[config.mk]
export PLATFORM = sky130hd
export DESIGN_NAME = cao_blend
export DESIGN_NICKNAME = d
export VERILOG_FILES = /design/src/design/cao_pkg.sv /design/src/design/cao_blend.sv
export SDC_FILE = /design/constraint.sdc
export NUM_CORES = 1
export LEC_CHECK = 0
export ABC_CLOCK_PERIOD_IN_PS = 17000
export BUFFER_PORTS_ARGS = -buffer_cell sky130_fd_sc_hd__buf_4
export CAP_MARGIN = 20
export CORE_MARGIN = 5
export CORE_UTILIZATION = 54
export DETAILED_ROUTE_END_ITERATION = 7
export PLACE_DENSITY = 0.72
export SLEW_MARGIN = 20
export SYNTH_ARGS = -nofsm -noshare
export SYNTH_HDL_FRONTEND = slang
export SYNTH_SLANG_ARGS = --single-unit
[constraint.sdc]
create_clock -name clk_i -period 17 [get_ports clk_i]
set_input_delay 4.25 -clock clk_i [delete_from_list [all_inputs] [get_ports clk_i]]
set_output_delay 4.25 -clock clk_i [all_outputs]
set_load 0.03 [all_outputs]
[src/design/cao_pkg.sv]
// shared types, constants and helpers for the cursor alpha overlay
// no dependencies; imported by the top, cao_cfg and cao_blend

package cao_pkg;

  // default cursor edge length in pixels
  localparam int unsigned CURSOR_DIM_DEF = 64;

  // apb register file
  localparam int unsigned APB_AW = 5;
  localparam int unsigned APB_DW = 32;

  localparam logic [12:0] SCREEN_W_RST = 13'd800;
  localparam logic [12:0] SCREEN_H_RST = 13'd600;

  localparam logic [7:0]  ALPHA_NONE = 8'h00;
  localparam logic [7:0]  ALPHA_FULL = 8'hFF;

  typedef enum logic [2:0] {
    REG_POS_X    = 3'd0,
    REG_POS_Y    = 3'd1,
    REG_HOT_X    = 3'd2,
    REG_HOT_Y    = 3'd3,
    REG_CURSOR   = 3'd4,
    REG_DISPLAY  = 3'd5,
    REG_SCREEN_W = 3'd6,
    REG_SCREEN_H = 3'd7
  } reg_idx_e;

  // how the output pixel is formed
  typedef enum logic [1:0] {
    MODE_ZERO = 2'd0,
    MODE_BG   = 2'd1,
    MODE_FG   = 2'd2,
    MODE_MIX  = 2'd3
  } mode_e;

  typedef struct packed {
    logic [11:0] pos_x;
    logic [11:0] pos_y;
    logic [5:0]  hot_x;
    logic [5:0]  hot_y;
    logic        cursor_on;
    logic        display_on;
    logic [12:0] screen_w;
    logic [12:0] screen_h;
  } cao_cfg_t;

  // request state after the image read has been issued
  typedef struct packed {
    logic        func;
    logic        apply;
    logic        fill_ok;
    logic        loaded;
    logic [31:0] bg;
  } cao_s1_t;

  // exact x / 255 for x up to 65279
  function automatic logic [7:0] div255(input logic [15:0] x);
    logic [16:0] t;
    t = {1'b0, x} + 17'd1 + {9'd0, x[15:8]};
    return t[15:8];
  endfunction

endpackage

[src/design/cao_blend.sv]
// blend pipeline: channel products, then divide by 255 and output select
// depends on cao_pkg

module cao_blend
  import cao_pkg::*;
(
  input  logic        clk_i,
  input  logic        en2_i,
  input  logic        en3_i,
  input  cao_s1_t     s1_i,
  input  logic [31:0] word_i,
  output logic [31:0] pixel_o,
  output logic        loaded_o
);

  logic [31:0] fg;
  logic [7:0]  alpha;
  mode_e       mode_d, mode_q;
  logic [15:0] sum_d [3];
  logic [15:0] sum_q [3];
  logic [31:0] fg_q, bg_q;
  logic        loaded2_q;
  logic [31:0] pix_d, pix_q;
  logic        loaded3_q;

  // never-written entries read as zero
  assign fg    = s1_i.fill_ok ? word_i : 32'd0;
  assign alpha = fg[31:24];

  always_comb begin
    if (!s1_i.func) begin
      mode_d = MODE_ZERO;
    end else if (!s1_i.apply || alpha == ALPHA_NONE) begin
      mode_d = MODE_BG;
    end else if (alpha == ALPHA_FULL) begin
      mode_d = MODE_FG;
    end else begin
      mode_d = MODE_MIX;
    end
  end

  always_comb begin
    for (int c = 0; c < 3; c++) begin
      sum_d[c] = 16'(fg[8*c +: 8]) * 16'(alpha)
               + 16'(s1_i.bg[8*c +: 8]) * 16'(ALPHA_FULL - alpha);
    end
  end

  always_ff @(posedge clk_i) begin
    if (en2_i) begin
      mode_q    <= mode_d;
      sum_q     <= sum_d;
      fg_q      <= fg;
      bg_q      <= s1_i.bg;
      loaded2_q <= s1_i.loaded;
    end
  end

  always_comb begin
    case (mode_q)
      MODE_ZERO: pix_d = 32'd0;
      MODE_BG:   pix_d = bg_q;
      MODE_FG:   pix_d = fg_q;
      MODE_MIX:  pix_d = {ALPHA_FULL, div255(sum_q[2]), div255(sum_q[1]), div255(sum_q[0])};
      default:   pix_d = 32'd0;
    endcase
  end

  always_ff @(posedge clk_i) begin
    if (en3_i) begin
      pix_q     <= pix_d;
      loaded3_q <= loaded2_q;
    end
  end

  assign pixel_o  = pix_q;
  assign loaded_o = loaded3_q;

endmodule
**Word-level counts from Yosys, hierarchy flattened**

Cells that the tools add are included.

- Flip-flop bits (word level): 148
- Input bits: 71
- Output and inout port bits: 33
- Logic and storage cells: 40

- Add/sub/neg operators: 10
- Multipliers: 6
- Equal/unequal tests: 4
- Muxes and demuxes: 4
- Bitwise gates (word level): 1
- Reduce and logical (&&, ||, !) cells: 5

Operator list:

| operator | number |
|---|---|
| 32-bit one-hot mux with 4 select lines | 1 |
| 16-bit by 1-bit adder with 16-bit output, second input constant | 3 |
| 16-bit adder | 3 |
| 16-bit by 8-bit adder with 16-bit output | 3 |
| 8-bit by 8-bit multiplier with 16-bit output | 3 |
| 8-bit by 16-bit multiplier with 16-bit output | 2 |
| 32-bit 2-to-1 mux | 1 |
| 9-bit by 9-bit multiplier with 16-bit output | 1 |
| 8-bit by 8-bit subtractor with 9-bit output, first input constant | 1 |
| 8-bit equality test, second input constant | 1 |
| 8-bit logical NOT | 1 |
| 2-bit equality test, second input constant | 2 |
| 2-bit by 1-bit equality test with 1-bit output, second input constant | 1 |
| 2-bit logical NOT | 1 |
| 1-bit 2-to-1 mux | 2 |
| 2-bit OR reduction | 1 |
| 1-bit logical NOT | 1 |
| 1-bit logical OR | 1 |
| 1-bit inverter | 1 |

**Logic depth before layout (Yosys ltp)**

Gate-level depths: netlist (run 1).

- Word-level depth: 4
- Depth in mapped cells: 23

**Worst setup path after synthesis (run 1)**

Ideal clock, no wire load.

- Path type: input -> register
- Start: input port s1_i[33] in the netlist's numbering
- End: register sum_q[47] in the netlist's numbering (data pin)
- Library setup time: 259 ps
- Arrival: 9799 ps
- Required time: 16741 ps
- Setup slack: 6941 ps
- Stages: 22
- Cells stage by stage: clkbuf_1 clkbuf_1 nand2_1 inv_1 clkbuf_1 nand2_1 fa_1 fa_1 inv_1 fa_1 fa_1 fa_1 inv_1 fa_1 inv_1 ha_1 a2111oi_0 o21ai_0 a41oi_1 o21ai_0 a21oi_1 xnor2_1

RTL lines:

| item | RTL line | source |
|---|---|---|
| start, declared | cao_blend.sv:10 | `input cao_s1_t s1_i,` |
| end signal, assigned | cao_blend.sv:52 | `sum_q <= sum_d;` |
| end, declared | cao_blend.sv:20 | `logic [15:0] sum_q [3];` |

==> results of run 1 <==
[sequential cells by signal, indices dropped and copies added, names as in the netlist]
signal     count
pixel_o       32
loaded2_q      1
mode_q         2
fg_q          32
sum_q         48
bg_q          32
loaded_o       1
[power breakdown]
part	internal [mW]	switching, mW
logic	1.25	1.59
clock network	0.202	0.161
registers	0.637	0.0634
[cell families (layout without fill, tap and decap cells)]
kind of cell / after synthesis / in the layout / synth area share [%]
and+or+nand+nor: 526 / 526 / 14.3
adders and majority gates: 497 / 497 / 44.1
buffers and inverters: 459 / 542 / 9.07
AOI/OAI and AO/OA: 175 / 175 / 5.81
DFF: 148 / 148 / 23.4
xor gates and xnor gates: 62 / 62 / 2.86
muxes: 9 / 9 / 0.494
other: 1 / 6 / 0.0197
[worst max-delay path: stages]
cell and delay (ns):
buf_4 0.45, buf_4 0.49, nand2_1 0.60, inv_1 0.64
nand2_1 0.16, fa_1 0.46, fa_1 0.52, inv_1 0.06
fa_1 0.49, fa_1 0.46, fa_1 0.52, inv_1 0.05
fa_1 0.47, inv_1 0.04, ha_1 0.33, a2111oi_0 0.37
o21ai_0 0.19, a41oi_1 0.39, o21ai_0 0.16, a21oi_1 0.20
xnor2_1 0.09
[Yosys cell counts, types with 2 or more instances]
| cell type | number | share of area, % |
|---|---|---|
| o31ai_1 | 3 | 0.12 |
| nor4_1 | 6 | 0.20 |
| nor3_1 | 9 | 0.24 |
| and3_1 | 96 | 3.2 |
| a31oi_1 | 2 | 0.066 |
| a21boi_0 | 4 | 0.16 |
| nand2_1 | 196 | 3.9 |
| o211ai_1 | 6 | 0.24 |
| a21o_1 | 18 | 0.71 |
| clkinv_1 | 4 | 0.079 |
| nand2b_1 | 4 | 0.13 |
| and2_1 | 148 | 4.9 |
| nor2_1 | 29 | 0.57 |
| nand3_1 | 16 | 0.42 |
| o22ai_1 | 2 | 0.066 |
| nand4_1 | 6 | 0.20 |
| clkbuf_1 | 58 | 1.1 |
| nand3b_1 | 2 | 0.079 |
| o21a_1 | 3 | 0.12 |
| inv_1 | 396 | 7.8 |
| fa_1 | 287 | 30 |
| mux2_2 | 3 | 0.18 |
| or3_1 | 2 | 0.066 |
| ha_1 | 210 | 14 |
| o21bai_1 | 6 | 0.24 |
| a21oi_1 | 54 | 1.4 |
| o21ai_0 | 38 | 1.0 |
| a31o_2 | 3 | 0.14 |
| xnor2_1 | 51 | 2.4 |
| a22oi_1 | 23 | 0.91 |
| edfxtp_1 | 148 | 23 |
| nor2b_1 | 5 | 0.16 |
| a211oi_2 | 2 | 0.13 |
| mux2i_1 | 6 | 0.32 |
| xor2_1 | 11 | 0.51 |
[worst max path at each step]
stage / endpoint / start
floorplan: sum_q[47]$_DFFE_PP_ / s1_i[33]
global placement: sum_q[47]$_DFFE_PP_ / s1_i[33]
detailed placement: sum_q[47]$_DFFE_PP_ / s1_i[33]
CTS: sum_q[47]$_DFFE_PP_ / s1_i[33]
global route: sum_q[47]$_DFFE_PP_ / s1_i[33]
finish: sum_q[47]$_DFFE_PP_ / s1_i[33]
[per-layer routing]
| layer | vias up | track usage, % |
|---|---|---|
| li1 | 6114 | - |
| met3 | 98 | 4.47 |
| met5 | - | 0 |
| met1 | 6745 | 33.9 |
| met4 | 0 | 9.77 |
| met2 | 587 | 39.6 |
[layout make-up]
cell class	count	area (sq um)
antenna	1	2.50
clock buffer	17	425
clock inverter	14	128
fill	2879	13900
inverter	400	1500
multi-input combinational	1274	12900
sequential	148	4440
tap	455	569
timing repair buffer	111	833
[through the flow]
step | cell area, sq um | setup slack, ns
floorplan | 19000 | 6.94
global placement | 20200 | 5.57
detailed placement | 20200 | 5.36
CTS | 20800 | 5.85
global route | 20800 | 5.30
finish | 20800 | 5.74
==> metrics.md, run 1 <==
| Metric | Value |
|---|---|
| Status | `completed` |
| Final Hold Vio Count | `0` |
| CP max FO | `67` |
| Hold Slack | `0.431 ns` |
| Post-Synthesis Cells | `roughly 1,900` |
| GR Overflow Total | `0` |
| P&R area growth vs syn | `9.27%` |
| Fin crit period | `11.26 ns` |
| Setup Buffers After CTS | `0` |
| Initial core utilization | `54.9%` |
| Slew HR | `32.1%` |
| Final Util | `approximately three fifths` |
| Detail Route met2 WL | `21,800 um` |
| Clock Tree Root | `clkbuf_16` |
| R2r startpoint | `sum_q[14]$_DFFE_PP_` |
| Setup Skew | `0.00831 ns` |
| Max-cap violations | `0` |
| TritonRoute pass-1 iters | `5` |
| CTS clk-pin slew, worst paths | `0.07 ns` |
| CTS tree | `yes` |
| Top sig layer | `met4` |
| Most frequent cells in the layout | `inv_1 (396), fa_1 (287), ha_1 (210)` |
| R2R setup slack | `around 14 ns` |
| Maximum vdd drop | `~190 uV` |
| WL/cell | `about 19 um` |
| I/O Buffers | `103` |
| Largest net degree at the start of global routing | `68` |
| Synth async-reset ratio | `0%` |
| Setup TNS | `0 ns` |
| H-tree depth | `4` |
| Commonest non-fill, non-tap cell in the layout | `inv_1` |
| Synth Cell Area | `19,000 sq um` |
| Final Max Tran Viols | `0` |
| Core area | `34,600 sq um` |
| Mean post-synth cell area | `a little over 10 sq um` |
| Placed insts | `2,388` |
| Leakage | `just over 10 nW` |
| Period utilisation layout | `66.2%` |
| Routed WL | `between 40,000 and 50,000 um` |
| Die X | `198 um` |
| Clk buf depth | `2` |
| DRT iter0 DRCs | `923` |
| IO Pins | `around 100` |
| Metal-1 WL | `19,300 um` |
| Ys flop type | `edfxtp_1` |
| WHS Path Cells | `0` |
| Worst reg2reg path depth | `7` |
| RSZ-0062 raised after global routing | `false` |
| DIE AREA | `39,000 sq um` |
| Site Rows | `68` |
| Yosys reg bits | `148` |
| Worst r2r dst | `pixel_o[23]$_DFFE_PP_` |
| Non-filler instance count after layout | `2,420` |
| Crit path kind | `primary input to flop` |
| CP arrival | `11.44 ns` |
| Gates resized, CTS repair | `0` |
| Clk_lat worst skew | `approximately 0.44 ns` |
| Hold_sp | `loaded2_q$_DFFE_PP_` |
| Power, Total | `3.90 mW` |
| Number of remaining DRC errors | `0` |
| Chip height | `198 um` |
| Gr usage total | `24.8%` |
| Antenna violations before repair | `1` |
| Synth warnings | `0` |
| Vias per cell | `5.60` |
| Pwr Density | `188 nW/um^2` |
| Fin nets | `2,520` |
| Worst Hold Class | `flop to flop` |
| Yosys cell types | `55` |
| Hold worst-path end | `loaded_o$_DFFE_PP_` |
| Fmax | `88.8 MHz` |
| Routed wl met3 | `3590 um` |
| Sequential area share after synthesis | `a little under a quarter` |
| Antenna-violating nets left | `0` |
| Clock Sink Count | `148` |
| Setup violations, final | `0` |
| Req. time, crit path | `17.19 ns` |
| Startpoint Class | `primary input` |
| Crit. End Element | `flop` |
| EDFF count, synth | `148` |
| Measured slew at the worst slew-check pin | `1.02 ns` |
| Vias in the first global route | `14,306` |
| Global-route wire length before repair | `75,400 um` |
| Cts hold-fix bufs | `0` |
| Layout cells sized above 1 | `7.79%` |
| CTS Buf Count | `17` |
| Dpl hpwl | `between 30,000 and 40,000 um` |
| Placer Congestion | `approximately 0.90` |
| Vias | `13,544` |
Power figures use the tool's default switching activity.
==> run 2: changes to the inputs <==
--- a/config.mk
+++ b/config.mk
@@ -5,7 +5,7 @@
 export SDC_FILE = /design/constraint.sdc
 export NUM_CORES = 1
 export LEC_CHECK = 0
-export ABC_CLOCK_PERIOD_IN_PS = 17000
+export ABC_CLOCK_PERIOD_IN_PS = 11800
 export BUFFER_PORTS_ARGS = -buffer_cell sky130_fd_sc_hd__buf_4
 export CAP_MARGIN = 20
 export CORE_MARGIN = 5
==> constraint.sdc (replaced) <==
create_clock -name clk_i -period 11.8 [get_ports clk_i]
set_input_delay 2.95 -clock clk_i [delete_from_list [all_inputs] [get_ports clk_i]]
set_output_delay 2.95 -clock clk_i [all_outputs]
set_load 0.03 [all_outputs]
==> run 2 against run 1 <==
  * Final cell count increased by 0.12%
  * Critical endpoint unchanged
  * Clock power up 59%
  * Utilization up 0.19 points
  * Worst hold slack worse by 0.0093 ns
  * Largest power group unchanged
  * Total power increased by 46%
==> metrics.md, run 2 (synthesis gave the netlist of run 1 again) <==
| Metric | Value |
|---|---|
| Status | `completed` |
| Layout cells sized above 1 | `7.98% (+0.19 points)` |
| Site Rows | `68 (unchanged)` |
| Worst r2r dst | `pixel_o[23]$_DFFE_PP_` |
| Number of remaining DRC errors | `0 (unchanged)` |
| Core area | `34,600 sq um (unchanged)` |
| H-tree depth | `4 (unchanged)` |
| CTS tree | `yes` |
| DIE AREA | `39,000 sq um (unchanged)` |
| Final Max Tran Viols | `0 (unchanged)` |
| Global-route wire length before repair | `77,000 um (+2.0%)` |
| Crit path kind | `primary input to flop` |
| WHS Path Cells | `0 (unchanged)` |
| IO Pins | `104 (unchanged)` |
| CTS Buf Count | `17 (unchanged)` |
| CP max FO | `70 (+4.5%)` |
| Measured slew at the worst slew-check pin | `1.01 ns (-0.00468 ns)` |
| CP arrival | `9.72 ns (-1.72 ns)` |
| Largest net degree at the start of global routing | `71 (+4.4%)` |
| Setup Buffers After CTS | `0 (unchanged)` |
| Placer Congestion | `0.889 (-1.7%)` |
| Register area | `4440 sq um (unchanged)` |
| Hold worst-path end | `loaded_o$_DFFE_PP_` |
| Vias in the first global route | `14,501 (+1.4%)` |
| Routed WL | `47,400 um (+2.1%)` |
| Slew HR | `32.4% (+0.31 points)` |
| Antenna violations before repair | `0 (-1)` |
| I/O Buffers | `103 (unchanged)` |
| Worst Hold Class | `flop to flop` |
| Dpl hpwl | `36,100 um (+0.58%)` |
| Clock Tree Root | `clkbuf_16` |
| Non-filler instance count after layout | `2,423 (+0.12%)` |
| Commonest non-fill, non-tap cell in the layout | `inv_1` |
| Number of flip-flops in the largest register | `48 (unchanged)` |
| Worst reg2reg path depth | `7 (unchanged)` |
| Setup Skew | `0.0135 ns (+0.00519 ns)` |
| Cell Area, Placed | `20,200 sq um (about the same)` |
| Chip height | `198 um (unchanged)` |
| DRT iter0 DRCs | `1,031 (+12%)` |
| GR Overflow Total | `0 (unchanged)` |
| Req. time, crit path | `11.99 ns (-5.20 ns)` |
| Clk buf depth | `2 (unchanged)` |
| Gr usage total | `25.3% (+0.53 points)` |
| CTS clk-pin slew, worst paths | `0.07 ns (about the same)` |
| Maximum vdd drop | `220 uV (+18%)` |
| Hold Slack | `0.421 ns (-0.00928 ns)` |
| Most frequent cells in the layout | `inv_1 (396), fa_1 (287), ha_1 (210)` |
| Gates resized, CTS repair | `0 (unchanged)` |
| Vias | `13,622 (+0.58%)` |
| Final Util | `60.2% (+0.19 points)` |
| Crit. End Element | `flop` |
| Clock Sink Count | `148 (unchanged)` |
| Cts hold-fix bufs | `0 (unchanged)` |
| Initial core utilization | `54.9% (unchanged)` |
| Max-cap violations | `0 (unchanged)` |
| Die X | `198 um (unchanged)` |
| Fmax | `about 100 MHz` |
| RSZ-0062 raised after global routing | `false` |
| Startpoint Class | `primary input` |
| R2R setup slack | `9.25 ns (-5.13 ns)` |
| WL/cell | `19.6 um (+2.0%)` |
| Final Instance Area | `20,800 sq um (+0.32%)` |
| Setup TNS | `0 ns (unchanged)` |
| Pwr Density | `273 nW/um^2 (+46%)` |
| Clk_lat worst skew | `0.44 ns (about the same)` |
| Hold_sp | `loaded2_q$_DFFE_PP_` |
| Antenna-violating nets left | `0 (unchanged)` |
| Period utilisation layout | `80.8%` |
| Setup violations, final | `0 (unchanged)` |
| Reg with most FFs | `sum_q` |
| Total of fill cells in the finished design | `2,865 (-0.49%)` |
| TritonRoute pass-1 iters | `5 (unchanged)` |
| Placed insts | `2,391 (+0.13%)` |
| Leakage | `10.3 nW (+0.39%)` |
| Multi-input gate area | `12,900 sq um (about the same)` |
| ANT cells | `0 (-1)` |
| P&R area growth vs syn | `9.62%` |
| Fin nets | `2,523 (+0.12%)` |
| Final Hold Vio Count | `0 (unchanged)` |
| R2r startpoint | `sum_q[14]$_DFFE_PP_` |
| Vias per cell | `5.62 (+0.45%)` |
| Fin crit period | `9.54 ns` |
## run 2: report_power, final
part | internal, mW | leakage, nW | switching (mW)
clock network | 0.336 | 0.295 | 0.241
registers | 0.918 | 1.45 | 0.0913
logic | 1.81 | 8.54 | 2.30
## run 2: critical path, cell delays in order
cell and delay [ns]:
buf_4 0.28, nand2_1 0.72, clkinv_1 0.66, nand2_1 0.25
fa_1 0.45, fa_1 0.47, fa_1 0.51, inv_1 0.05
fa_1 0.44, fa_1 0.52, inv_1 0.05, fa_1 0.47
inv_1 0.04, ha_1 0.22, a2111oi_0 0.52, o21ai_0 0.21
a41oi_1 0.38, o21ai_0 0.15, a21oi_1 0.21, xnor2_1 0.10
## run 2: how the worst max path moves through the flow
stage	startpoint	to	slack, ns	depth (start not counted)
floorplan	s1_i[33]	sum_q[47]$_DFFE_PP_	3.04	22
global placement	s1_i[33]	sum_q[47]$_DFFE_PP_	2.28	20
detailed placement	s1_i[33]	sum_q[47]$_DFFE_PP_	1.94	20
CTS	s1_i[33]	sum_q[47]$_DFFE_PP_	2.41	20
global route	s1_i[33]	sum_q[47]$_DFFE_PP_	2.02	18
finish	s1_i[33]	sum_q[47]$_DFFE_PP_	2.26	20
## run 2: layout make-up
| cell class | count | area share, % |
|---|---|---|
| multi-input combinational | 1274 | 61.7 |
| sequential | 148 | 21.3 |
| inverter | 400 | 7.21 |
| timing repair buffer | 114 | 4.11 |
| tap | 455 | 2.73 |
| clock buffer | 18 | 2.06 |
| clock inverter | 14 | 0.841 |
## run 2: through the flow
step | power, mW | setup WS [ns]
floorplan | 4.18 | 3.04
global placement | 4.97 | 2.28
detailed placement | 5.10 | 1.94
CTS | 5.72 | 2.41
global route | 6.31 | 2.02
finish | 5.69 | 2.26
## run 2: metal layers
metal / vias up / global-route usage (%) / part of all wire (%)
met2: 580 / 41.1 / 47
met4: 0 / 9.72 / 3.7
met3: 113 / 4.42 / 8.4
met1: 6806 / 34.3 / 41
met5: - / 0 / 0
li1: 6123 / - / -
