--- config.mk ---
export PLATFORM = sky130hd
export DESIGN_NAME = cao_cfg
export DESIGN_NICKNAME = d
export VERILOG_FILES = /design/src/design/cao_pkg.sv /design/src/design/cao_cfg.sv
export SDC_FILE = /design/constraint.sdc
export NUM_CORES = 1
export LEC_CHECK = 0
export ABC_AREA = 0
export BUFFER_PORTS_ARGS = -buffer_cell sky130_fd_sc_hd__buf_2
export CAP_MARGIN = 30
export CORE_UTILIZATION = 35
export DETAILED_ROUTE_END_ITERATION = 10
export SYNTH_ARGS = -nofsm -noshare
export SYNTH_HDL_FRONTEND = slang
export SYNTH_SLANG_ARGS = --single-unit
--- constraint.sdc ---
create_clock -name clk_i -period 1.1 [get_ports clk_i]
set_input_delay 0 -clock clk_i [delete_from_list [all_inputs] [get_ports clk_i]]
set_output_delay 0 -clock clk_i [all_outputs]
set_load 0.02 [all_outputs]
--- src/design/cao_pkg.sv ---
// shared types, constants and helpers for the cursor alpha overlay
// no dependencies; imported by the top, cao_cfg and cao_blend

package cao_pkg;

  // default cursor edge length in pixels
  localparam int unsigned CURSOR_DIM_DEF = 64;

  // apb register file
  localparam int unsigned APB_AW = 5;
  localparam int unsigned APB_DW = 32;

  localparam logic [12:0] SCREEN_W_RST = 13'd800;
  localparam logic [12:0] SCREEN_H_RST = 13'd600;

  localparam logic [7:0]  ALPHA_NONE = 8'h00;
  localparam logic [7:0]  ALPHA_FULL = 8'hFF;

  typedef enum logic [2:0] {
    REG_POS_X    = 3'd0,
    REG_POS_Y    = 3'd1,
    REG_HOT_X    = 3'd2,
    REG_HOT_Y    = 3'd3,
    REG_CURSOR   = 3'd4,
    REG_DISPLAY  = 3'd5,
    REG_SCREEN_W = 3'd6,
    REG_SCREEN_H = 3'd7
  } reg_idx_e;

  // how the output pixel is formed
  typedef enum logic [1:0] {
    MODE_ZERO = 2'd0,
    MODE_BG   = 2'd1,
    MODE_FG   = 2'd2,
    MODE_MIX  = 2'd3
  } mode_e;

  typedef struct packed {
    logic [11:0] pos_x;
    logic [11:0] pos_y;
    logic [5:0]  hot_x;
    logic [5:0]  hot_y;
    logic        cursor_on;
    logic        display_on;
    logic [12:0] screen_w;
    logic [12:0] screen_h;
  } cao_cfg_t;

  // request state after the image read has been issued
  typedef struct packed {
    logic        func;
    logic        apply;
    logic        fill_ok;
    logic        loaded;
    logic [31:0] bg;
  } cao_s1_t;

  // exact x / 255 for x up to 65279
  function automatic logic [7:0] div255(input logic [15:0] x);
    logic [16:0] t;
    t = {1'b0, x} + 17'd1 + {9'd0, x[15:8]};
    return t[15:8];
  endfunction

endpackage

--- src/design/cao_cfg.sv ---
// apb register file holding the cursor and screen settings
// depends on cao_pkg

module cao_cfg
  import cao_pkg::*;
(
  input  logic              clk_i,
  input  logic              rst_ni,
  input  logic              psel,
  input  logic              penable,
  input  logic              pwrite,
  input  logic [APB_AW-1:0] paddr,
  input  logic [APB_DW-1:0] pwdata,
  output logic [APB_DW-1:0] prdata,
  output logic              pready,
  output cao_cfg_t          cfg_o
);

  cao_cfg_t cfg_q, cfg_d;
  reg_idx_e idx;
  logic     wr;

  assign idx    = reg_idx_e'(paddr[APB_AW-1:2]);
  assign wr     = psel & penable & pwrite;
  assign pready = 1'b1;

  always_comb begin
    cfg_d = cfg_q;
    if (wr) begin
      case (idx)
        REG_POS_X:    cfg_d.pos_x      = pwdata[11:0];
        REG_POS_Y:    cfg_d.pos_y      = pwdata[11:0];
        REG_HOT_X:    cfg_d.hot_x      = pwdata[5:0];
        REG_HOT_Y:    cfg_d.hot_y      = pwdata[5:0];
        REG_CURSOR:   cfg_d.cursor_on  = pwdata[0];
        REG_DISPLAY:  cfg_d.display_on = pwdata[0];
        REG_SCREEN_W: cfg_d.screen_w   = pwdata[12:0];
        REG_SCREEN_H: cfg_d.screen_h   = pwdata[12:0];
        default: ;
      endcase
    end
  end

  always_comb begin
    case (idx)
      REG_POS_X:    prdata = {20'd0, cfg_q.pos_x};
      REG_POS_Y:    prdata = {20'd0, cfg_q.pos_y};
      REG_HOT_X:    prdata = {26'd0, cfg_q.hot_x};
      REG_HOT_Y:    prdata = {26'd0, cfg_q.hot_y};
      REG_CURSOR:   prdata = {31'd0, cfg_q.cursor_on};
      REG_DISPLAY:  prdata = {31'd0, cfg_q.display_on};
      REG_SCREEN_W: prdata = {19'd0, cfg_q.screen_w};
      REG_SCREEN_H: prdata = {19'd0, cfg_q.screen_h};
      default:      prdata = '0;
    endcase
  end

  always_ff @(posedge clk_i or negedge rst_ni) begin
    if (!rst_ni) begin
      cfg_q <= '{pos_x: 12'd0, pos_y: 12'd0, hot_x: 6'd0, hot_y: 6'd0,
                 cursor_on: 1'b0, display_on: 1'b0,
                 screen_w: SCREEN_W_RST, screen_h: SCREEN_H_RST};
    end else begin
      cfg_q <= cfg_d;
    end
  end

  assign cfg_o = cfg_q;

endmodule

Yosys cells after proc, flatten, opt, wreduce, memory -nomap -nowiden
Cells that the tools add are included.
{"block": "classes", "bitwise_logic": 2, "addsub": 0, "n_shift": 0, "mux": 1, "reduce_logical": 9, "n_mul": 0, "order_cmp": 0, "n_div": 0, "eq_ne": 7}
{"cell": "$pmux W32 S8", "count": 1}
{"cell": "$reduce_and A2 Y1", "count": 8}
{"cell": "$eq A3 B3 Y1 const B", "count": 4}
{"cell": "$eq A3 B2 Y1 const B", "count": 2}
{"cell": "$eq A3 B1 Y1 const B", "count": 1}
{"cell": "$logic_not A3 Y1", "count": 1}
{"cell": "$and A1 B1 Y1", "count": 2}
{"block": "totals", "mem_count": 0, "in_bits": 42, "mem_bits_ro": 0, "output_inout_bits": 97, "register_bits": 64, "wordCells": 27, "latch_bits": 0, "mem_bits_rw": 0}

Logic depth before layout (Yosys ltp)
Gate-level depths: netlist of run 1.
{"block": "depth", "word_depth": 3, "depth_mapped": 6, "mapped_depth_nobuf": 4}

Worst setup path before layout of run 1
OpenSTA, ideal clock, no wires.
{"block": "synth_timing", "kind": "flip-flop to output port", "start": "reg cfg_q, in the netlist cfg_o[16]", "end": "out prdata[3]", "path_buffers": 0, "stages_incl_launch_ff": 5, "path_slack_ns": -0.147, "t_arrival_ns": 1.247, "path_cell_list": "dfrtp_1 -> nand2_1 -> o22ai_1 -> a221oi_1 -> o21ai_0"}
{"block": "synth_via", "elab_chain_cells": 1}
{"element": "start, declared", "line_no": "cao_cfg.sv:19", "text": "cao_cfg_t cfg_q, cfg_d;"}
{"element": "start signal, assigned", "line_no": "cao_cfg.sv:60", "text": "cfg_q <= '{pos_x: 12'd0, pos_y: 12'd0, hot_x: 6'd0, hot_y: 6'd0,"}
{"element": "start signal, assigned", "line_no": "cao_cfg.sv:64", "text": "cfg_q <= cfg_d;"}
{"element": "$pmux W32 S8", "line_no": "cao_cfg.sv:45", "text": "case (idx)"}
{"element": "end, declared", "line_no": "cao_cfg.sv:14", "text": "output logic [APB_DW-1:0] prdata,"}
No other way between the ends. The select of a mux whose other input is x is not followed.

Final worst setup path of run 1
{"block": "layout_timing", "start": "reg cfg_q, in the netlist cfg_o[33]", "end": "out prdata[5]"}
Same word-level chain as after synthesis.

==> flow_summary.json, run 1 <==
{
  "status": "finished, violations left",
  "failing_checks": "negative setup slack",
  "die_height_um": 97.5,
  "drt-initial-drc-count": 107,
  "setup_viol_count_final": 14,
  "yosys.area.top_type_share_pct": 44.7,
  "critical_path_required_ns": 1.10,
  "clock_tree.root_cell": "clkbuf_8",
  "clock_power_share_pct": 24.0,
  "tritoncts_clock_tree": "yes",
  "grt_remaining_overflow": 0,
  "grt_use_total_pct": 19.0,
  "postRouteAntennaNets": 0,
  "total_leakage_power_nw": 2.38,
  "synth.cell_area_sq_um": 3190,
  "postLayoutCoreUtil_pct": 53.9,
  "fin_skew_ns": 0,
  "power_density_nw_per_um2": 1730,
  "die_area_sq_um": 9510,
  "critical_path.max_fanout": 2,
  "synth.ff_latch_count": 64,
  "synthMostInstantiatedCell": "dfrtp_1",
  "largest_register_ff_count": 64,
  "swShare_pct": 33.8,
  "antenna_found_initial": 0,
  "portion_of_the_post_synthesis_area_used_by_sequential_elements_pct": 50.4,
  "synth_ff_type": "dfrtp_1",
  "syn_area_per_cell_sq_um": 12.7,
  "hpwl_um": 5970,
  "power.share.combinational_pct": 36.7,
  "input_output_buffers": 97,
  "netlist_top_cells_count": "57 x dfrtp_1, 51 x mux2_2, 23 x buf_4, 17 x mux2i_1",
  "ys_top_cells_by_area": "dfrtp_1 45%, mux2_2 18%, dfstp_2 5.8%",
  "ys_async_sr_fraction_pct": 100,
  "tns_ns": -2.28,
  "post-route-worst-setup-slack_ns": -0.372,
  "min_period_ns": 1.47,
  "num_rows": 34,
  "final_layout_size_suffix_gt1_share_pct": 60.2,
  "timing.critical_path.slowest_cell_delay_ns": 0.47,
  "routed_via_density": 4.81,
  "initial_utilization_pct": 36.5,
  "grt_start_max_net_pins": 65,
  "coreArea_sq_um": 8760,
  "setup.worst_path.start_class": "flip-flop",
  "cts.htree.levels": 3,
  "clk_path_buf_depth": 2,
  "antennaDiodeCount": 0,
  "worst_setup_path_startpoint": "cfg_o[33]",
  "final-hold-violation-count": 0,
  "nets": 468,
  "final.period_utilization_pct": 134,
  "die_w_um": 97.5,
  "drt-total-wl_um": 8770,
  "worst_hold_slack_ns": 0.205,
  "floorplan.io_pins": 139,
  "grt_first_pass_wirelength_um": 13900,
  "setup.worst_path.class": "reg2out",
  "yosys_warnings": 0,
  "regToRegStartpoint": "cfg_o[10]",
  "peak_supply_drop_v": 0.00107,
  "tritoncts_buffer_count": 9,
  "cell_by_cell_listing_of_the_critical_path": "mux4_2 > inv_2 > o22ai_2 > buf_6",
  "hold_class": "in2async",
  "drc": 0,
  "end_kind": "primary output",
  "worst_path_clk_slew_ns": 0.07,
  "rsz0062_at_grt": "true",
  "worst_skew_pair.late_latency_ns": 0.33,
  "drv.max_cap_violation_count": 0,
  "seqPwrFrac_pct": 39.3,
  "r2r_setup_slack_ns": 0.09,
  "first_global_vias": 2611,
  "endpoint": "prdata[5]",
  "max_clock_freq_ghz": 0.680,
  "synth_enable_flop_cells": 0,
  "synthCells": 252,
  "crit_arrival_ns": 1.47,
  "place_congestion": 0.830,
  "worst_path_max_delay_cell": "mux4_2",
  "p_sw_mw": 2.76,
  "report.final.slew_viol_count": 0,
  "synth_top_cell_by_area": "dfrtp_1",
  "cts.sink_count": 64,
  "vias": 2587,
  "timing.reg2reg.worst_path_depth": 3,
  "synth.lib_cells_used.distinct": 32,
  "intPower_mw": 5.40,
  "flow.area_growth_from_synthesis_pct": 47.8,
  "detail_route.wl_per_cell_um": 16.3,
  "number_of_detailed_route_iterations_in_the_first_pass": 4,
  "worst_flop_to_flop_path_endpoint": "cfg_o[10]"
}
-- per-layer routing --
layer | GRT usage, % | share of wire, % | up-vias
met5 | 0 | 0 | -
met4 | 4.52 | 0.89 | 0
met3 | 6.04 | 7.0 | 8
met2 | 31.5 | 49 | 114
met1 | 24.2 | 44 | 1261
li1 | - | - | 1204
-- layout make-up --
cell class	instances	area (sq um)
clock buffers	11	141
multi-input cells	168	1450
repair buffers	177	1320
well taps	108	135
fillers	769	4040
inverters	6	22.5
flip-flops and latches	64	1610
clock inverters	4	45.0
-- cell families after synthesis --
| kind of cell | count (synthesis) | share of synthesized area, % |
|---|---|---|
| multiplexers | 79 | 27.5 |
| flip-flops | 64 | 50.4 |
| buffers and inverters | 38 | 8.26 |
| AND/OR/NAND/NOR | 35 | 7.13 |
| AO/OA/AOI/OAI | 34 | 6.42 |
| other | 2 | 0.235 |
-- what timing repair did --
action | in CTS | in global routing
buffers inserted | 22 | 8
pin swaps | 14 | 11
gates resized for setup | 34 | 30
hold buffers | 14 | 0
setup endpoints to repair | 13 | 19
endpoints found under the hold margin | 121 | 0
-- critical path, delay by kind of cell (launching register included) --
family | cells | cell delay (ns)
multiplexers | 1 | 0.47
buffers and inverters | 2 | 0.22
AO/OA/AOI/OAI | 1 | 0.07
flip-flops | 1 | 0.37
-- stage by stage --
stage                     worst slack, ns  power (mW)  instance area, sq um  instances
after floorplan                   -0.0273        4.69                  3280        270
after global placement             -0.241        5.57                  3960        479
after detailed placement           -0.246        5.60                  3960        479
after CTS                          -0.397        8.01                  4570        530
after global routing               -0.423        8.56                  4720        538
final                              -0.372        8.16                  4720        538
-- placed cells by master, fill, tap and decap left out, types with 9 or more instances in the layout --
| master | instances |
|---|---|
| clkbuf_8 | 10 |
| nand2_1 | 11 |
| mux2_2 | 51 |
| buf_6 | 26 |
| dlygate4sd3_1 | 14 |
| o22ai_1 | 9 |
| dfrtp_1 | 57 |
| mux2i_1 | 17 |
| buf_2 | 72 |
| buf_4 | 62 |
| mux2_1 | 9 |
| conb_1 | 20 |
-- power groups by stage --
stage / combinational, mW / clock (mW) / sequential, mW
global route: 3.20 / 2.11 / 3.26
finish: 3.00 / 1.96 / 3.20
detailed placement: 2.34 / 0 / 3.26
global placement: 2.32 / 0 / 3.25
floorplan: 0.910 / 0 / 3.78
CTS: 2.80 / 2.02 / 3.19
-- worst min-delay path by stage --
| stage | end | cells after the start |
|---|---|---|
| finish | cfg_o[19] | 3 |
| global route | cfg_o[19] | 3 |
| CTS | cfg_o[19] | 3 |
| detailed placement | cfg_o[19] | 2 |
| global placement | cfg_o[19] | 2 |
| floorplan | cfg_o[0] | 0 |
No activity file was read; power rests on OpenSTA's default activity.
==> run 2, diff against run 1 <==
- HOLD_SLACK_MARGIN: not set -> 0.08
- clock period: 1.1 -> 1.31 ns (I/O delays scaled with it)
==> run 2 against run 1 <==
The run still ends with negative setup slack left; die area unchanged; non-clock buffer count decreased by 22; clock skew unchanged; flip-flop and latch count unchanged; count of clock-buffer cells in the layout increased by 1; sequential share of layout area increased by 2.0 points; worst setup slack improved by 0.20 ns; combinational power decreased by 27%; design area decreased by 5.7%; critical endpoint unchanged.
==> flow_summary.json, run 2 (synthesis results as in run 1) <==
{
  "max_clock_freq_ghz": 0.675,
  "drc": 0,
  "setup.worst_path.start_class": "flip-flop",
  "clock_tree.root_cell": "clkbuf_8",
  "detail_route.wl_per_cell_um": 16.3,
  "peak_supply_drop_v": 0.000723,
  "tritoncts_clock_tree": "yes",
  "number_of_detailed_route_iterations_in_the_first_pass": 4,
  "rsz0062_at_grt": "true",
  "grt_first_pass_wirelength_um": 13300,
  "r2r_setup_slack_ns": 0.32,
  "dpl_worst_slack_ns": -0.0109,
  "fin_skew_ns": 0,
  "worst_hold_slack_ns": 0.0946,
  "report.final.slew_viol_count": 0,
  "drt-total-wl_um": 8430,
  "vias": 2487,
  "die_area_sq_um": 9510,
  "grt_start_max_net_pins": 22,
  "num_rows": 34,
  "layout.cells.most_common": "buf_2",
  "intPower_mw": 4.28,
  "timing.reg2reg.worst_path_depth": 3,
  "floorplan.io_pins": 139,
  "input_output_buffers": 97,
  "highest_layer": "met4",
  "critical_path_required_ns": 1.31,
  "tritoncts_buffer_count": 9,
  "final_area_sq_um": 4450,
  "hpwl_um": 5980,
  "failing_checks": "negative setup slack",
  "end_kind": "primary output",
  "setup.worst_path.class": "reg2out",
  "regToRegStartpoint": "cfg_o[2]",
  "worst_setup_path_startpoint": "cfg_o[33]",
  "place_congestion": 0.769,
  "drv.max_cap_violation_count": 0,
  "first_global_vias": 2508,
  "flow.area_growth_from_synthesis_pct": 39.4,
  "routed-wl-met3_um": 509,
  "p_sw_mw": 2.25,
  "largest_register_ff_count": 64,
  "total_power_mw": 6.54,
  "grt_remaining_overflow": 0,
  "clk_path_buf_depth": 2,
  "wl_met1_um": 3870,
  "power.share.combinational_pct": 33.6,
  "initial_utilization_pct": 36.5,
  "final_layout_size_suffix_gt1_share_pct": 57.5,
  "grt_use_total_pct": 18.2,
  "drt-initial-drc-count": 49,
  "total_leakage_power_nw": 2.25,
  "antennaDiodeCount": 0,
  "placed_cell_area_sq_um": 3900,
  "coreArea_sq_um": 8760,
  "power_density_nw_per_um2": 1470,
  "worst_skew_pair.late_latency_ns": 0.33,
  "critical_path.max_fanout": 2,
  "min_period_ns": 1.48,
  "cts.htree.levels": 3,
  "die_w_um": 97.5,
  "crit_arrival_ns": 1.48,
  "hold_class": "in2async",
  "swShare_pct": 34.5,
  "postRouteAntennaNets": 0,
  "detailroute.wirelength.met2_um": 3930,
  "worst_flop_to_flop_path_endpoint": "cfg_o[2]",
  "status": "finished, violations left",
  "cts.sink_count": 64,
  "nets": 446,
  "layout_common_cells": "88 x buf_2, 57 x dfrtp_1, 51 x mux2_2",
  "clock_power_share_pct": 25.5,
  "final.period_utilization_pct": 113,
  "post-route-worst-setup-slack_ns": -0.171,
  "setup_viol_count_final": 4,
  "worst_path_clk_slew_ns": 0.07,
  "seqPwrFrac_pct": 41.0,
  "routed_via_density": 4.81,
  "die_height_um": 97.5,
  "final-hold-violation-count": 0,
  "antenna_found_initial": 0
}
[run 2: cell count changes in the layout (fill, tap and decap cells not counted), moves of 2 or more]
cell and change:
buf_6 -23, buf_2 +16, nand2_1 +2, buf_4 -17
buf_12 +2, nand2_2 -2
[run 2: stage by stage]
step           setup TNS [ns]  instances  utilization, %
6_report               -0.257        517            50.8
5_1_grt                -0.733        517            50.8
3_3_place_gp                0        469            44.5
4_1_cts                -0.352        514            50.1
2_1_floorplan               0        270               -
3_5_place_dp          -0.0204        469            44.5
[run 2: power groups by stage]
stage | sequential [mW] | combinational, mW | clock [mW]
floorplan | 3.17 | 0.751 | 0
global placement | 2.72 | 1.89 | 0
detailed placement | 2.73 | 1.91 | 0
CTS | 2.68 | 2.14 | 1.70
global route | 2.74 | 2.35 | 1.78
finish | 2.68 | 2.19 | 1.66
[run 2: critical path: stages, from the launching register on]
cell	delay [ns]
dfrtp_1	0.38
mux4_2	0.48
inv_2	0.07
o22ai_2	0.07
buf_6	0.15
[run 2: how the worst max path moves through the flow]
stage	end	slack, ns	depth (start not counted)
after global routing	prdata[5]	-0.22	4
final	prdata[5]	-0.17	4
after floorplan	prdata[3]	0.06	4
after CTS	prdata[5]	-0.20	4
after detailed placement	cfg_o[53]	-0.01	4
after global placement	cfg_o[52]	0.01	4
[run 2: area by class of cell]
class	count	area, sq um
well taps	108	135
repair buffers	155	1050
clock buffers	12	145
fillers	797	4310
clock inverters	4	45.0
flip-flops and latches	64	1610
multi-input cells	168	1440
inverters	6	22.5
[run 2: metal layers]
layer  vias up  global-route usage (%)
met5         -                       0
met4         0                    6.79
met3        12                    4.39
met2        93                    29.0
met1      1219                    24.1
li1       1163                       -
[run 2: what timing repair did]
| action | in CTS | in global routing |
|---|---|---|
| endpoints found under the hold margin | 127 | 0 |
| pin swaps | 8 | 9 |
| hold buffers | 14 | 0 |
| gates resized for setup | 15 | 13 |
| setup endpoints to repair | 7 | 9 |
| buffers inserted | 15 | 3 |
==> run 3, diff against run 2 <==
- ABC_AREA: 0 -> 1
- CAP_MARGIN: 30 -> 20
- CORE_UTILIZATION: 35 -> 31
==> run 3 against run 2 <==
The run now ends clean; sequential share of layout area up 2.6 points; register-to-register slack better by 0.08 ns; global-route usage about the same; flip-flop and latch count unchanged; non-clock buffer count down 24; sequential power about the same; total power down 6.5%; critical path depth up 1; worst setup slack better by 0.19 ns; synthesized area down 0.63%; synthesized cell count up 48%; design area down 6.8%.
==> flow_summary.json, run 3 <==
{
  "synthMostInstantiatedCell": "nand2_1",
  "post_synthesis_share_of_cell_area_spent_on_full_adders_half_adders_and_majority_gates_pct": 0,
  "tritoncts_buffer_count": 9,
  "layout_common_cells": "93 x nand2_1, 90 x buf_2, 57 x dfrtp_1",
  "drv.max_cap_violation_count": 0,
  "place_congestion": 0.791,
  "report.final.slew_viol_count": 0,
  "setup.worst_path.start_class": "flip-flop",
  "worst_skew_pair.late_latency_ns": 0.35,
  "fillers": 994,
  "min_period_ns": 1.29,
  "floorplan.io_pins": 139,
  "antennaDiodeCount": 0,
  "synth_top_family_by_area": "simple AND/OR/NAND/NOR gates",
  "final-hold-violation-count": 0,
  "detail_route.wl_per_cell_um": 14.3,
  "rsz0062_at_grt": "true",
  "synth_ff_type": "dfrtp_1",
  "initial_utilization_pct": 32.2,
  "syn_area_per_cell_sq_um": 8.49,
  "final_layout_size_suffix_gt1_share_pct": 33.7,
  "input_output_buffers": 97,
  "grt_start_max_net_pins": 65,
  "peak_supply_drop_v": 0.000788,
  "crit_arrival_ns": 1.29,
  "worst_path_max_delay_cell": "dfrtp_1",
  "routed_via_density": 4.60,
  "fin_skew_ns": 0,
  "end_kind": "primary output",
  "max_clock_freq_ghz": 0.772,
  "ys_async_sr_fraction_pct": 100,
  "critical_path.max_fanout": 2,
  "hold_class": "in2reg",
  "grt_first_pass_wirelength_um": 14300,
  "cell_by_cell_listing_of_the_critical_path": "inv_1 > nor2_1 > a21oi_2 > nand3_1 > buf_2",
  "num_rows": 36,
  "drc": 0,
  "worst_hold_slack_ns": 0.138,
  "number_of_detailed_route_iterations_in_the_first_pass": 4,
  "portion_of_the_post_synthesis_area_used_by_sequential_elements_pct": 50.7,
  "yosys_warnings": 0,
  "die_area_sq_um": 10600,
  "cts.sink_count": 64,
  "final.period_utilization_pct": 98.8,
  "die_height_um": 103,
  "postRouteAntennaNets": 0,
  "coreArea_sq_um": 9860,
  "worst_path_clk_slew_ns": 0.07,
  "synth.ff_latch_count": 64,
  "drt-total-wl_um": 9060,
  "post-route-worst-setup-slack_ns": 0.0151,
  "ys_top_cells_by_area": "dfrtp_1 45%, nand2_1 11%, o21ai_0 6.6%",
  "synth-simple-area-share_pct": 24.2,
  "tritoncts_clock_tree": "yes",
  "clk_path_buf_depth": 2,
  "yosys-mux-area-fraction_pct": 0,
  "synth_top_cell_by_area": "dfrtp_1",
  "dpl_worst_slack_ns": 0.0985,
  "antenna_found_initial": 0,
  "nets": 536,
  "power_density_nw_per_um2": 1470,
  "synth_enable_flop_cells": 0,
  "synth.lib_cells_used.distinct": 25,
  "grt_use_total_pct": 18.3,
  "cts.htree.levels": 3,
  "synth-compound-area-share_pct": 12.0,
  "synth.cell_area_sq_um": 3170,
  "layout.cells.most_common": "nand2_1",
  "total_leakage_power_nw": 2.18,
  "timing.critical_path.slowest_cell_delay_ns": 0.38,
  "vias": 2908,
  "first_global_vias": 2704,
  "synthCells": 374,
  "largest_register_ff_count": 64,
  "post_synth_xor_area_fraction_pct": 0,
  "die_w_um": 103,
  "grt_remaining_overflow": 0,
  "yosys.area.top_type_share_pct": 44.9,
  "critical_path_required_ns": 1.31,
  "drt-initial-drc-count": 152,
  "clock_tree.root_cell": "clkbuf_8",
  "status": "finished, final reports clean",
  "post_layout_nonfiller_instances": 632,
  "dp_cells": 595,
  "flow.area_growth_from_synthesis_pct": 30.8,
  "netlist_top_cells_count": "93 x nand2_1, 57 x dfrtp_1, 42 x o21ai_0, 27 x nor2_1",
  "setup.worst_path.class": "reg2out",
  "total_power_mw": 6.11,
  "hpwl_um": 6510,
  "setup_viol_count_final": 0
}
[run 3: final timing paths]
check	depth (start not counted)	endpoint	start	slack (ns)
min reg2reg	2	cfg_o[12]	cfg_o[12]	0.50
min	4	cfg_o[27]	penable	0.14
min in group asynchronous	3	cfg_o[19]	rst_ni	0.19
max reg2reg	3	cfg_o[18]	cfg_o[18]	0.40
max	5	prdata[2]	cfg_o[15]	0.02
max in group asynchronous	3	cfg_o[18]	rst_ni	0.78
[run 3: stage by stage]
step / instance area (sq um) / setup TNS, ns / utilization, %
6_report: 4150 / 0 / 42.1
5_1_grt: 4150 / -0.240 / 42.1
4_1_cts: 4080 / -0.0300 / 41.3
3_5_place_dp: 3730 / 0 / 37.8
3_3_place_gp: 3730 / 0 / 37.8
2_1_floorplan: 3240 / 0 / -
[run 3: routing by layer]
| metal | track usage, % | up-vias | part of all wire (%) |
|---|---|---|---|
| met1 | 23.5 | 1363 | 43 |
| met4 | 7.80 | 0 | 2.1 |
| li1 | - | 1426 | - |
| met3 | 5.38 | 13 | 8.5 |
| met5 | 0 | - | 0 |
| met2 | 28.9 | 106 | 47 |
[run 3: cell type report]
class                      count  area (sq um)  area share, %
tap                          133           166           4.01
inverter                      31           119           2.86
clock inverter                 4          22.5          0.542
clock buffer                  12           135           3.25
multi-input combinational    257          1260           30.4
sequential                    64          1610           38.8
timing repair buffer         131           836           20.1
[run 3: cell families (layout without fill, tap and decap cells)]
group | after synthesis | count (layout)
simple gates | 166 | 166
compound gates | 71 | 71
buf+inv | 71 | 178
flops | 64 | 64
other cells | 2 | 20
[run 3: repair_timing]
action                                  4_1_cts  5_1_grt
hold buffers                                 15        0
endpoints found under the hold margin       124        0
buffers inserted                              1        5
pin swaps                                     2       10
gates cloned                                  0        0
endpoints found under the setup margin        7        9
gates resized for setup                      10       14
[run 3: report_power, final]
group	switching, mW	leakage [nW]	total [mW]	internal (mW)
registers	0.301	0.797	2.70	2.40
logic	1.27	1.30	1.96	0.687
clock network	0.773	0.0801	1.45	0.678
[run 3: worst max-delay path: cells and delay by family, from the launching register on]
kind | cells | cell delay (ns)
AND/OR/NAND/NOR | 2 | 0.17
AO/OA/AOI/OAI | 1 | 0.17
buffers and inverters | 2 | 0.24
flip-flops | 1 | 0.38
